`src/hw/rtl/fifo_queue_remove_by_id_assert.svh`:
```
// Assertion macros shared by the queue RTL.
`ifndef FIFO_QUEUE_REMOVE_BY_ID_ASSERT_SVH
`define FIFO_QUEUE_REMOVE_BY_ID_ASSERT_SVH
`ifndef NO_ASSERTIONS
// checked only outside reset
`define FQR_ASSERT(lbl, prop, msg) \
	lbl: assert property (@(posedge clk) disable iff (!arst_n) prop) else $error(msg);
// checked at every edge, reset included
`define FQR_ASSERT_ALWAYS(lbl, prop, msg) \
	lbl: assert property (@(posedge clk) prop) else $error(msg);
`else
`define FQR_ASSERT(lbl, prop, msg)
`define FQR_ASSERT_ALWAYS(lbl, prop, msg)
`endif
`endif

```
`src/hw/rtl/fqr_pkg.sv`:
```
// Types and constants for the order-keeping record queue.
`timescale 1ns / 1ps
`default_nettype none
package fqr_pkg;

	localparam int QUEUE_DEPTH_DEF = 16;

	typedef enum logic [1:0] {
		ACT_ENQUEUE = 2'd0,
		ACT_DEQUEUE = 2'd1,
		ACT_REMOVE  = 2'd2,
		ACT_NONE    = 2'd3
	} action_t;

	typedef enum logic [1:0] {
		ST_OK        = 2'd0,
		ST_EMPTY     = 2'd1,
		ST_FULL      = 2'd2,
		ST_NOT_FOUND = 2'd3
	} status_t;

	typedef enum logic {
		S_IDLE,
		S_SCAN
	} fsm_t;

	typedef struct packed {
		logic [15:0] id;
		logic [7:0]  prio;
		logic [1:0]  pstate;
	} rec_t;

	typedef struct packed {
		logic [1:0]  action;
		logic [15:0] proc_id;
		logic [7:0]  proc_priority;
		logic [1:0]  proc_state;
	} in_word_t;

	typedef struct packed {
		logic [1:0]  status;
		logic [15:0] out_id;
		logic [7:0]  out_priority;
		logic [1:0]  out_state;
		logic [4:0]  entry_count;
	} out_word_t;

	// broadcast to every cell
	typedef struct packed {
		logic load;
		logic shift;
	} cell_cmd_t;

endpackage
`default_nettype wire

```
`src/hw/rtl/fifo_queue_remove_by_id.sv`:
```
// Top level: record queue with remove-by-id, control sequencer and result register.
`timescale 1ns / 1ps
`default_nettype none
`include "fifo_queue_remove_by_id_assert.svh"
// Order-keeping queue of {id, priority, state} records held in a row of QUEUE_DEPTH cells,
// cell 0 being the head. Every accepted word gives exactly one result word. Enqueue,
// dequeue and the unused action code finish at the accept edge: the result shows the next
// cycle and a new word can be taken every cycle as long as results are taken. Remove walks
// the cells from the head one per cycle with a scan counter, pausing while a finished result
// waits stalled, and holds the input until the first match from the head is found or no
// held record matches. On a hit the cells at and behind the match all shift one place toward
// the head together. No word is taken while a finished result waits stalled.
// entry_count carries the low five bits of the occupancy.
module fifo_queue_remove_by_id #(
	parameter int QUEUE_DEPTH = fqr_pkg::QUEUE_DEPTH_DEF
) (
	input  wire                clk,
	input  wire                arst_n,
	input  wire                req_valid,
	output logic               req_stall,
	input  fqr_pkg::in_word_t  req,
	output logic               rsp_valid,
	input  wire                rsp_stall,
	output fqr_pkg::out_word_t rsp
);

	localparam int IDX_W = $clog2(QUEUE_DEPTH);
	localparam int CNT_W = $clog2(QUEUE_DEPTH + 1);
	localparam logic [CNT_W-1:0] DEPTH_C = CNT_W'(QUEUE_DEPTH);

	fqr_pkg::fsm_t      state_q, state_d;
	logic [CNT_W-1:0]   count_q, count_d;
	logic [CNT_W-1:0]   scan_q, scan_d;
	logic [15:0]        search_q, search_d;
	logic               rsp_valid_q;
	fqr_pkg::out_word_t rsp_q, rsp_d;
	logic               rsp_load;
	logic               out_free;
	logic               req_acc;
	fqr_pkg::cell_cmd_t cmd;
	logic [IDX_W-1:0]   shift_from;
	fqr_pkg::rec_t      new_rec;
	fqr_pkg::rec_t      rec_vec [QUEUE_DEPTH];
	logic [QUEUE_DEPTH-1:0] match_vec;

	assign out_free  = !rsp_valid_q || !rsp_stall;
	assign req_stall = (state_q != fqr_pkg::S_IDLE) || !out_free;
	assign req_acc   = req_valid && !req_stall;

	assign new_rec.id     = req.proc_id;
	assign new_rec.prio   = req.proc_priority;
	assign new_rec.pstate = req.proc_state;

	for (genvar i = 0; i < QUEUE_DEPTH; i++) begin : g_cell
		fqr_pkg::rec_t nxt;
		if (i == QUEUE_DEPTH - 1) begin : g_last
			assign nxt = rec_vec[i];
		end else begin : g_mid
			assign nxt = rec_vec[i + 1];
		end
		fqr_cell #(
			.QUEUE_DEPTH(QUEUE_DEPTH),
			.IDX        (i)
		) u_cell (
			.clk       (clk),
			.cmd       (cmd),
			.count     (count_q),
			.shift_from(shift_from),
			.new_rec   (new_rec),
			.next_rec  (nxt),
			.search_id (search_q),
			.rec       (rec_vec[i]),
			.match     (match_vec[i])
		);
	end

	always_ff @(posedge clk or negedge arst_n) begin
		if (!arst_n) begin
			state_q     <= fqr_pkg::S_IDLE;
			count_q     <= '0;
			scan_q      <= '0;
			rsp_valid_q <= 1'b0;
		end else begin
			state_q <= state_d;
			count_q <= count_d;
			scan_q  <= scan_d;
			if (rsp_load) begin
				rsp_valid_q <= 1'b1;
			end else if (!rsp_stall) begin
				rsp_valid_q <= 1'b0;
			end
		end
	end

	always_ff @(posedge clk) begin
		search_q <= search_d;
		if (rsp_load) begin
			rsp_q <= rsp_d;
		end
	end

	always_comb begin
		state_d    = state_q;
		count_d    = count_q;
		scan_d     = scan_q;
		search_d   = search_q;
		cmd        = '0;
		shift_from = '0;
		rsp_load   = 1'b0;
		rsp_d      = '0;
		unique case (state_q)
			fqr_pkg::S_IDLE: begin
				if (req_acc) begin
					unique case (fqr_pkg::action_t'(req.action))
						fqr_pkg::ACT_ENQUEUE: begin
							rsp_load = 1'b1;
							if (count_q == DEPTH_C) begin
								rsp_d.status = fqr_pkg::ST_FULL;
							end else begin
								cmd.load = 1'b1;
								count_d  = count_q + CNT_W'(1);
							end
						end
						fqr_pkg::ACT_DEQUEUE: begin
							rsp_load = 1'b1;
							if (count_q == '0) begin
								rsp_d.status = fqr_pkg::ST_EMPTY;
							end else begin
								rsp_d.out_id       = rec_vec[0].id;
								rsp_d.out_priority = rec_vec[0].prio;
								rsp_d.out_state    = rec_vec[0].pstate;
								cmd.shift          = 1'b1;
								count_d            = count_q - CNT_W'(1);
							end
						end
						fqr_pkg::ACT_REMOVE: begin
							search_d = req.proc_id;
							scan_d   = '0;
							state_d  = fqr_pkg::S_SCAN;
						end
						fqr_pkg::ACT_NONE: begin
							rsp_load = 1'b1;
						end
						default: begin
							rsp_load = 1'b1;
						end
					endcase
					rsp_d.status = (fqr_pkg::action_t'(req.action) == fqr_pkg::ACT_ENQUEUE &&
						count_q == DEPTH_C) ? fqr_pkg::ST_FULL :
						(fqr_pkg::action_t'(req.action) == fqr_pkg::ACT_DEQUEUE &&
						count_q == '0) ? fqr_pkg::ST_EMPTY : fqr_pkg::ST_OK;
				end
			end
			fqr_pkg::S_SCAN: begin
				if (out_free) begin
					if (scan_q == count_q) begin
						rsp_load     = 1'b1;
						rsp_d.status = fqr_pkg::ST_NOT_FOUND;
						state_d      = fqr_pkg::S_IDLE;
					end else if (match_vec[scan_q[IDX_W-1:0]]) begin
						cmd.shift    = 1'b1;
						shift_from   = scan_q[IDX_W-1:0];
						count_d      = count_q - CNT_W'(1);
						rsp_load     = 1'b1;
						rsp_d.status = fqr_pkg::ST_OK;
						state_d      = fqr_pkg::S_IDLE;
					end else begin
						scan_d = scan_q + CNT_W'(1);
					end
				end
			end
			default: begin
				state_d = fqr_pkg::S_IDLE;
			end
		endcase
		rsp_d.entry_count = 5'(count_d);
	end

	assign rsp_valid = rsp_valid_q;
	assign rsp       = rsp_q;

	`FQR_ASSERT(a_count_bound, (count_q <= DEPTH_C), "occupancy above depth")
	`FQR_ASSERT(a_scan_bound, (state_q == fqr_pkg::S_SCAN) |-> (scan_q <= count_q),
		"scan index past tail")
	`FQR_ASSERT(a_enq_count,
		(req_acc && req.action == fqr_pkg::ACT_ENQUEUE && count_q != DEPTH_C) |=>
		(count_q == $past(count_q) + CNT_W'(1)), "enqueue did not grow count")
	`FQR_ASSERT(a_hit_count,
		(state_q == fqr_pkg::S_SCAN && out_free && scan_q != count_q &&
		match_vec[scan_q[IDX_W-1:0]]) |=> (count_q == $past(count_q) - CNT_W'(1)),
		"remove did not shrink count")
	`FQR_ASSERT_ALWAYS(a_empty_count,
		(rsp_valid_q && rsp_q.status == fqr_pkg::ST_EMPTY) |-> (rsp_q.entry_count == 5'd0),
		"empty status with nonzero count")

endmodule
`default_nettype wire

```
`src/hw/rtl/fqr_cell.sv`:
```
// One slot of the record chain: holds a record, loads at the tail, shifts toward the head.
`timescale 1ns / 1ps
`default_nettype none
module fqr_cell #(
	parameter int QUEUE_DEPTH = fqr_pkg::QUEUE_DEPTH_DEF,
	parameter int IDX = 0
) (
	input  wire                               clk,
	input  fqr_pkg::cell_cmd_t                cmd,
	input  wire [$clog2(QUEUE_DEPTH+1)-1:0]   count,
	input  wire [$clog2(QUEUE_DEPTH)-1:0]     shift_from,
	input  fqr_pkg::rec_t                     new_rec,
	input  fqr_pkg::rec_t                     next_rec,
	input  wire [15:0]                        search_id,
	output fqr_pkg::rec_t                     rec,
	output logic                              match
);

	localparam int IDX_W = $clog2(QUEUE_DEPTH);
	localparam int CNT_W = $clog2(QUEUE_DEPTH + 1);

	fqr_pkg::rec_t rec_q;

	// load when this slot is the first free one; shift when at or past the removed slot
	always_ff @(posedge clk) begin
		if (cmd.load && (count == CNT_W'(IDX))) begin
			rec_q <= new_rec;
		end else if (cmd.shift && (IDX_W'(IDX) >= shift_from)) begin
			rec_q <= next_rec;
		end
	end

	assign rec   = rec_q;
	assign match = (rec_q.id == search_id);

endmodule
`default_nettype wire

```
`config.mk`:
```
export PLATFORM = sky130hd
export DESIGN_NAME = fifo_queue_remove_by_id
export DESIGN_NICKNAME = d
export VERILOG_FILES = /design/src/hw/rtl/fqr_pkg.sv /design/src/hw/rtl/fifo_queue_remove_by_id.sv /design/src/hw/rtl/fqr_cell.sv
export VERILOG_INCLUDE_DIRS = /design/src /design/src/hw/rtl
export SDC_FILE = /design/constraint.sdc
export NUM_CORES = 1
export LEC_CHECK = 0
export BUFFER_PORTS_ARGS = -buffer_cell sky130_fd_sc_hd__clkbuf_2
export CORE_UTILIZATION = 35
export DETAILED_ROUTE_END_ITERATION = 16
export PLACE_DENSITY_LB_ADDON = 0.12
export SYNTH_ARGS = -nofsm -noshare
export SYNTH_HDL_FRONTEND = slang
export SYNTH_HIERARCHICAL = 1
export SYNTH_SLANG_ARGS = --single-unit
```
`constraint.sdc`:
```
create_clock -name clk -period 11.9 [get_ports clk]
set_clock_uncertainty 0.2 [all_clocks]
set_input_delay 1.785 -clock clk [delete_from_list [all_inputs] [get_ports clk]]
set_output_delay 1.785 -clock clk [all_outputs]
set_load 0.005 [all_outputs]
```
==> flow_summary_export.csv, run 1 <==
group,metric,value,unit
critical_path,worstPathCellList,"buf_4, xnor2_1, nand4_1, nor4_1, mux2i_1, a221o_1, o2bb2ai_4, and3_1, o211ai_1, nand2_1, nand2_1",
synth,yosys.area.top_type,"edfxtp_1",
sta,finalHoldViolCount,0,
drt,drt_first_pass_iters,7,
critical_path,startpoint,"search_q[2]$_DFFE_PP_",
clocking,h-tree-depth,2,
drt,antenna_left,0,
sta,hold_ws,0.299,ns
clocking,cts_buffers,56,
sta,tightest_slew,1.14,ns
drt,drc,0,
flow_run,drv_cap,0,
synth,synth_area_per_cell,16.8,µm²
sta,finalMaxSlewViolations,0,
clocking,clk_latency,0.60,ns
critical_path,start_kind,"register",
clocking,cts_root_buffer,"clkbuf_16",
final_layout,nFillCells,6594,
critical_path,cp.arrival,4.80,ns
power,cellLeakagePower,0.0101,µW
clocking,tritoncts,"built",
clocking,clockBufferDepth,3,
clocking,cts_hold_buf,0,
synth,ys_async_sr_fraction,2.52,%
sta,layout_min_cycle_time,4.90,ns
floorplanning,die_area,0.0733,mm²
critical_path,crit_path_end_kind,"register",
synth,ys_ff_latch,477,
placed_design,dpl.hpwl,35000,µm
drt,drt-vias-per-instance,4.72,
sta,rsz0062_at_grt,"false",
final_layout,num-nets-final,1644,
sta,setup_viol,0,
critical_path,critPathTopFamily,"simple AND/OR/NAND/NOR gates",
global_routing,grt_usage,13.4,%
critical_path,crit_required,11.80,ns
min_path,worstHoldStart,"scan_q[4]$_DFFE_PN0P_",
clocking,cts_sinks,477,
sta,max_freq,204,MHz
synth,synth_top_flop_cell,"edfxtp_1",
sta,fin_crit_sh,41.2,%
floorplanning,std_cell_rows,98,
critical_path,crit_path_frequent_cell,"nand2_1",
floorplanning,die_x,271,µm
power,ir_worst_vdd,97.5,µV
drt,wl_per_cell,18.6,µm
final_layout,final_cell_mix,"edfxtp_1 (465), mux2_4 (305), xnor2_1 (263)",
global_routing,gr-total-overflow,0,
final_layout,drive_gt1_share,37.7,%
drt,routed_wl,48400,µm
synth,synthDistinctLibCells,59,
synth,synth_edf_count,465,
power,total_power,5020,µW
final_layout,area_growth,11.2,%
drt,drt-initial-drc-count,664,
final_layout,final-seq-area,0.0143,mm²
critical_path,slowest_delay,0.65,ns
synth,synthTopCellsByArea,"edfxtp_1 (55%), mux2_4 (18%), xnor2_1 (9.1%)",
floorplanning,fp.coreArea,0.0715,mm²
global_routing,grt_util_met3,2.04,%
global_routing,grt_antenna_before_repair,0,
global_routing,grt_max_degree,34,
clocking,path_clk_slew,0.06,ns
synth,synth_nets,1541,
final_layout,multi_input_area,0.0102,mm²
global_routing,gr-usage-met1,18.3,%
critical_path,r2r-start,"search_q[2]$_DFFE_PP_",
clocking,cts_resized,0,
final_layout,final_common_cell,"edfxtp_1",
critical_path,crit_slowest_cell,"nor4_1",
run_status,status,"complete, no violations",
global_routing,first_global_vias,13300,
clocking,cts_setup_buffers,0,
synth,ys_warn_count,6,
floorplanning,floorplan.initialDensity,35.4,%
synth,yosysTopAreaCellShare,55.2,%
min_path,hp-class,"register to register",
sta,setup_tns,0,ns
global_routing,grt_pass1_wl,77100,µm
critical_path,path_class,"register to register",
drt,via_count,12300,
placed_design,io_buffers,66,
critical_path,critPathBufInv,1,
synth,syn_area,0.0253,mm²
placed_design,place_congestion,0.728,
synth,synth_seq_area_share,56.4,%
floorplanning,design.portCount,67,
global_routing,busiest_layer,"met2",
sta,relSlewSlack,24.3,%
global_routing,use_met2,21.6,%
critical_path,crit_fanout,26,
power,power_density,178,mW/mm²
floorplanning,dieHeight,271,µm
synth,synth_cells,1506,
final_layout,antenna_cells,0,
## stage by stage
step | instance area, µm² | util [%] | setup slack, ns | std cells
finish | 28100 | 39.3 | 7.00 | 2606
global route | 28100 | 39.3 | 6.60 | 2606
global placement | 26300 | 36.8 | 6.67 | 2501
CTS | 28100 | 39.3 | 6.92 | 2606
floorplan | 25300 | - | 5.36 | 1506
detailed placement | 26300 | 36.8 | 6.61 | 2501
## worst paths after layout
kind | cells past startpoint | slack, ns | end
setup / recovery | 11 | 7.00 | g_cell[12].u_cell/rec[6]$_DFFE_PP_
hold / removal | 1 | 0.30 | scan_q[4]$_DFFE_PN0P_
setup reg to reg | 11 | 7.00 | g_cell[12].u_cell/rec[6]$_DFFE_PP_
hold reg to reg | 1 | 0.30 | scan_q[4]$_DFFE_PN0P_
max in group asynchronous | 1 | 10.33 | count_q[2]$_DFF_PN0_
min in group asynchronous | 1 | 0.89 | scan_q[4]$_DFFE_PN0P_
## report_power, final
| group | switching, µW | internal, µW | leakage [µW] | total (µW) |
|---|---|---|---|---|
| clock | 684 | 1020 | 0.000887 | 1710 |
| sequential | 140 | 2250 | 0.00441 | 2390 |
| combinational | 471 | 443 | 0.00484 | 915 |
## area by class of cell
class                           instances  area share, %
Sequential cell                       477           50.7
Multi-Input combinational cell        959           36.2
Clock buffer                           69           5.23
Tap cell                              950           4.23
Timing Repair Buffer                  105           2.22
Clock inverter                         36           1.28
Inverter                               10          0.134
## Yosys cell counts (all sizes together), types with 7 or more instances
cell    instances
nand3           8
buf            52
nor4           18
o21ai          11
nand4          68
mux2i           7
and2           30
dfrtp          12
mux2          417
nand3b         14
inv            10
clkbuf          8
nor2            9
xnor2         263
edfxtp        465
nand2          34
## flip-flops by register name, indices dropped and copies added, names as in the netlist
signal and flops:
count_q 5, rsp 33, state_q 1, rsp_valid 1
scan_q 5, g_cell.u_cell/rec 416, search_q 16
## routing by layer
metal	wire length, µm	vias to the layer above
met3	1510	87
met2	22100	177
met5	0	-
li1	-	5976
met4	1320	0
met1	23500	6071
## worst register-to-register path, stage by stage, from the launching register on
cell       delay (ns)
edfxtp_1         0.35
buf_4            0.24
xnor2_1          0.20
nand4_1          0.16
nor4_1           0.65
mux2i_1          0.24
a221o_1          0.48
o2bb2ai_4        0.30
and3_1           0.59
o211ai_1         0.24
nand2_1          0.12
nand2_1          0.61
## logic make-up (layout without fill, tap and decap cells)
family                   after synthesis  in the layout  share of synthesized area, %
AO/OA/AOI/OAI                         47             47                          1.50
multiplexers                         427            427                          23.7
XOR/XNOR                             263            263                          9.11
buffers and inverters                 70            220                          3.54
adder cells (fa/ha/maj)                3              3                         0.149
flip-flops                           477            477                          56.4
AND/OR/NAND/NOR                      219            219                          5.62
(Power assumes the default switching activity.)
==> run 2, diff against run 1 <==
clock period = 4.05 ns   (was 11.9 ns; I/O delays follow)
==> run 2 against run 1 <==
Net effect: non-clock buffer count is 31 higher; critical path depth is 1 higher; global-route usage is 0.47 points higher; cell count is 0.69% higher; sequential power grew to 2.9 times the previous value; critical endpoint is now g_cell[1].u_cell/rec[7]$_DFFE_PP_; largest cell class unchanged; largest power group unchanged.
==> flow_summary_export.csv, run 2 (same netlist as run 1, synthesis figures left out) <==
group,metric,value,unit
placed_design,dp_slack,0.102,ns
critical_path,crit_path_end_kind,"register",
critical_path,r2r_slack,0.19,ns
sta,tightest_slew,0.918,ns
final_layout,final_cell_mix,"edfxtp_1 (465), mux2_4 (305), xnor2_1 (263)",
critical_path,reg2regPathDepth,12,
critical_path,slowest_delay,0.42,ns
drt,drt-initial-drc-count,622,
critical_path,start_kind,"register",
sta,setup_viol,0,
drt,drt_first_pass_iters,7,
power,cellLeakagePower,0.0103,µW
min_path,whs_path_depth,3,
global_routing,grt_pass1_wl,79100,µm
critical_path,critPathBufInv,4,
critical_path,worstPathCellList,"buf_4, xnor2_1, nand4_1, nor4_2, mux2i_1, a221o_1, o2bb2ai_4, a21oi_2, inv_2, inv_1, o41ai_4, buf_12",
critical_path,cp.arrival,3.97,ns
clocking,path_clk_slew,0.06,ns
sta,setup_tns,0,ns
final_layout,area_growth,12.4,%
power,ir_worst_vdd,303,µV
drt,routed_wl,50200,µm
global_routing,grt_antenna_before_repair,0,
clocking,cts_sinks,477,
placed_design,dpl.hpwl,37300,µm
drt,antenna_left,0,
clocking,cts_setup_buffers,0,
sta,relSlewSlack,38.1,%
clocking,h-tree-depth,2,
drt,wl_per_cell,19.1,µm
floorplanning,die_area,0.0733,mm²
power,seqPwrFrac,48.3,%
drt,drt-vias-per-instance,4.72,
sta,finalHoldViolCount,0,
min_path,worstHoldStart,"rsp_stall",
clocking,clockBufferDepth,3,
drt,drc,0,
final_layout,antenna_cells,0,
min_path,holdPathEnd,"rsp_valid$_DFFE_PN0P_",
global_routing,grt_max_degree,34,
floorplanning,fp.coreArea,0.0715,mm²
global_routing,gr-total-overflow,0,
final_layout,num-nets-final,1674,
clocking,cts_buffers,55,
power,p_int,10700,µW
drt,via_count,12400,
power,comb_power_share,19.6,%
flow_run,drv_cap,0,
floorplanning,std_cell_rows,98,
critical_path,r2r-start,"search_q[6]$_DFFE_PP_",
final_layout,final_common_cell,"edfxtp_1",
critical_path,crit_slowest_cell,"a221o_1",
clocking,cts_root_buffer,"clkbuf_16",
sta,finalMaxSlewViolations,0,
sta,fin_ws,0.194,ns
placed_design,place_congestion,0.791,
critical_path,r2r_end,"g_cell[1].u_cell/rec[7]$_DFFE_PP_",
power,p_clk_share,32.2,%
floorplanning,dieHeight,271,µm
clocking,tritoncts,"built",
critical_path,crit_required,4.16,ns
floorplanning,die_x,271,µm
sta,fin_crit_sh,95.2,%
global_routing,first_global_vias,13300,
global_routing,grt_usage,13.8,%
final_layout,nFillCells,6528,
critical_path,crit_fanout,26,
sta,max_freq,259,MHz
final_layout,drive_gt1_share,38.8,%
floorplanning,design.portCount,67,
critical_path,path_class,"register to register",
min_path,hp-class,"primary input to register",
sta,hold_ws,0.0637,ns
critical_path,critPathTopFamily,"compound AO/OA/AOI/OAI gates",
power,p_switching,3860,µW
power,swShare,26.5,%
power,power_density,514,mW/mm²
run_status,status,"complete, no violations",
clocking,clk_latency,0.62,ns
placed_design,io_buffers,66,
sta,rsz0062_at_grt,"false",
floorplanning,floorplan.initialDensity,35.4,%
final_layout,largest_register_ffs,416,
sta,layout_min_cycle_time,3.86,ns
## run 2: what timing repair did
item                                    4_1_cts  5_1_grt
endpoints found under the setup margin        0      322
resized for setup                             0        4
hold endpoints to repair                     12        0
hold buffers                                  1        0
## run 2: cell type report
class                   instances  area [µm²]  area share [%]
clock inverters                18         198           0.696
repair buffers                136        1060            3.73
inverters                      10        37.5           0.132
well taps                     950        1190            4.18
multi-input cells             959       10200            35.9
flip-flops and latches        477       14300            50.2
clock buffers                  74        1470            5.17
## run 2: worst max path at each step
stage	start	end	cells after the start
2_1_floorplan	search_q[5]$_DFFE_PP_	g_cell[1].u_cell/rec[0]$_DFFE_PP_	10
3_3_place_gp	search_q[6]$_DFFE_PP_	g_cell[4].u_cell/rec[6]$_DFFE_PP_	12
3_5_place_dp	search_q[6]$_DFFE_PP_	g_cell[4].u_cell/rec[5]$_DFFE_PP_	12
4_1_cts	search_q[6]$_DFFE_PP_	g_cell[14].u_cell/rec[24]$_DFFE_PP_	11
5_1_grt	search_q[6]$_DFFE_PP_	g_cell[2].u_cell/rec[8]$_DFFE_PP_	12
6_report	search_q[6]$_DFFE_PP_	g_cell[1].u_cell/rec[7]$_DFFE_PP_	12
## run 2: worst register-to-register path: stages (launching register included)
cell and delay (ns):
edfxtp_1 0.35, buf_4 0.23, xnor2_1 0.21, nand4_1 0.23
nor4_2 0.41, mux2i_1 0.16, a221o_1 0.42, o2bb2ai_4 0.22
a21oi_2 0.13, inv_2 0.27, inv_1 0.12, o41ai_4 0.35
buf_12 0.23
## run 2: per-stage QoR
step,util (%),std cells,area (µm²),total power [µW]
after global routing,39.7,2624,28400,15300
after CTS,39.7,2624,28400,14900
after floorplan,-,1506,25300,9060
final,39.7,2624,28400,14600
after global placement,37.4,2531,26700,10000
after detailed placement,37.4,2531,26700,10100
## run 2: layer usage
layer	vias up	share of wire, %	GRT usage (%)
li1	6018	-	-
met1	6126	49	19.4
met2	159	46	22.0
met3	70	3.0	2.28
met4	0	2.1	3.75
met5	-	0	0
## run 2: power by group through the flow
stage | sequential (µW) | clock, µW | combinational (µW)
floorplan | 7110 | 0 | 1950
global placement | 7150 | 0 | 2860
detailed placement | 7160 | 0 | 2900
CTS | 7060 | 4890 | 2910
global route | 7140 | 5050 | 3120
finish | 7040 | 4700 | 2860
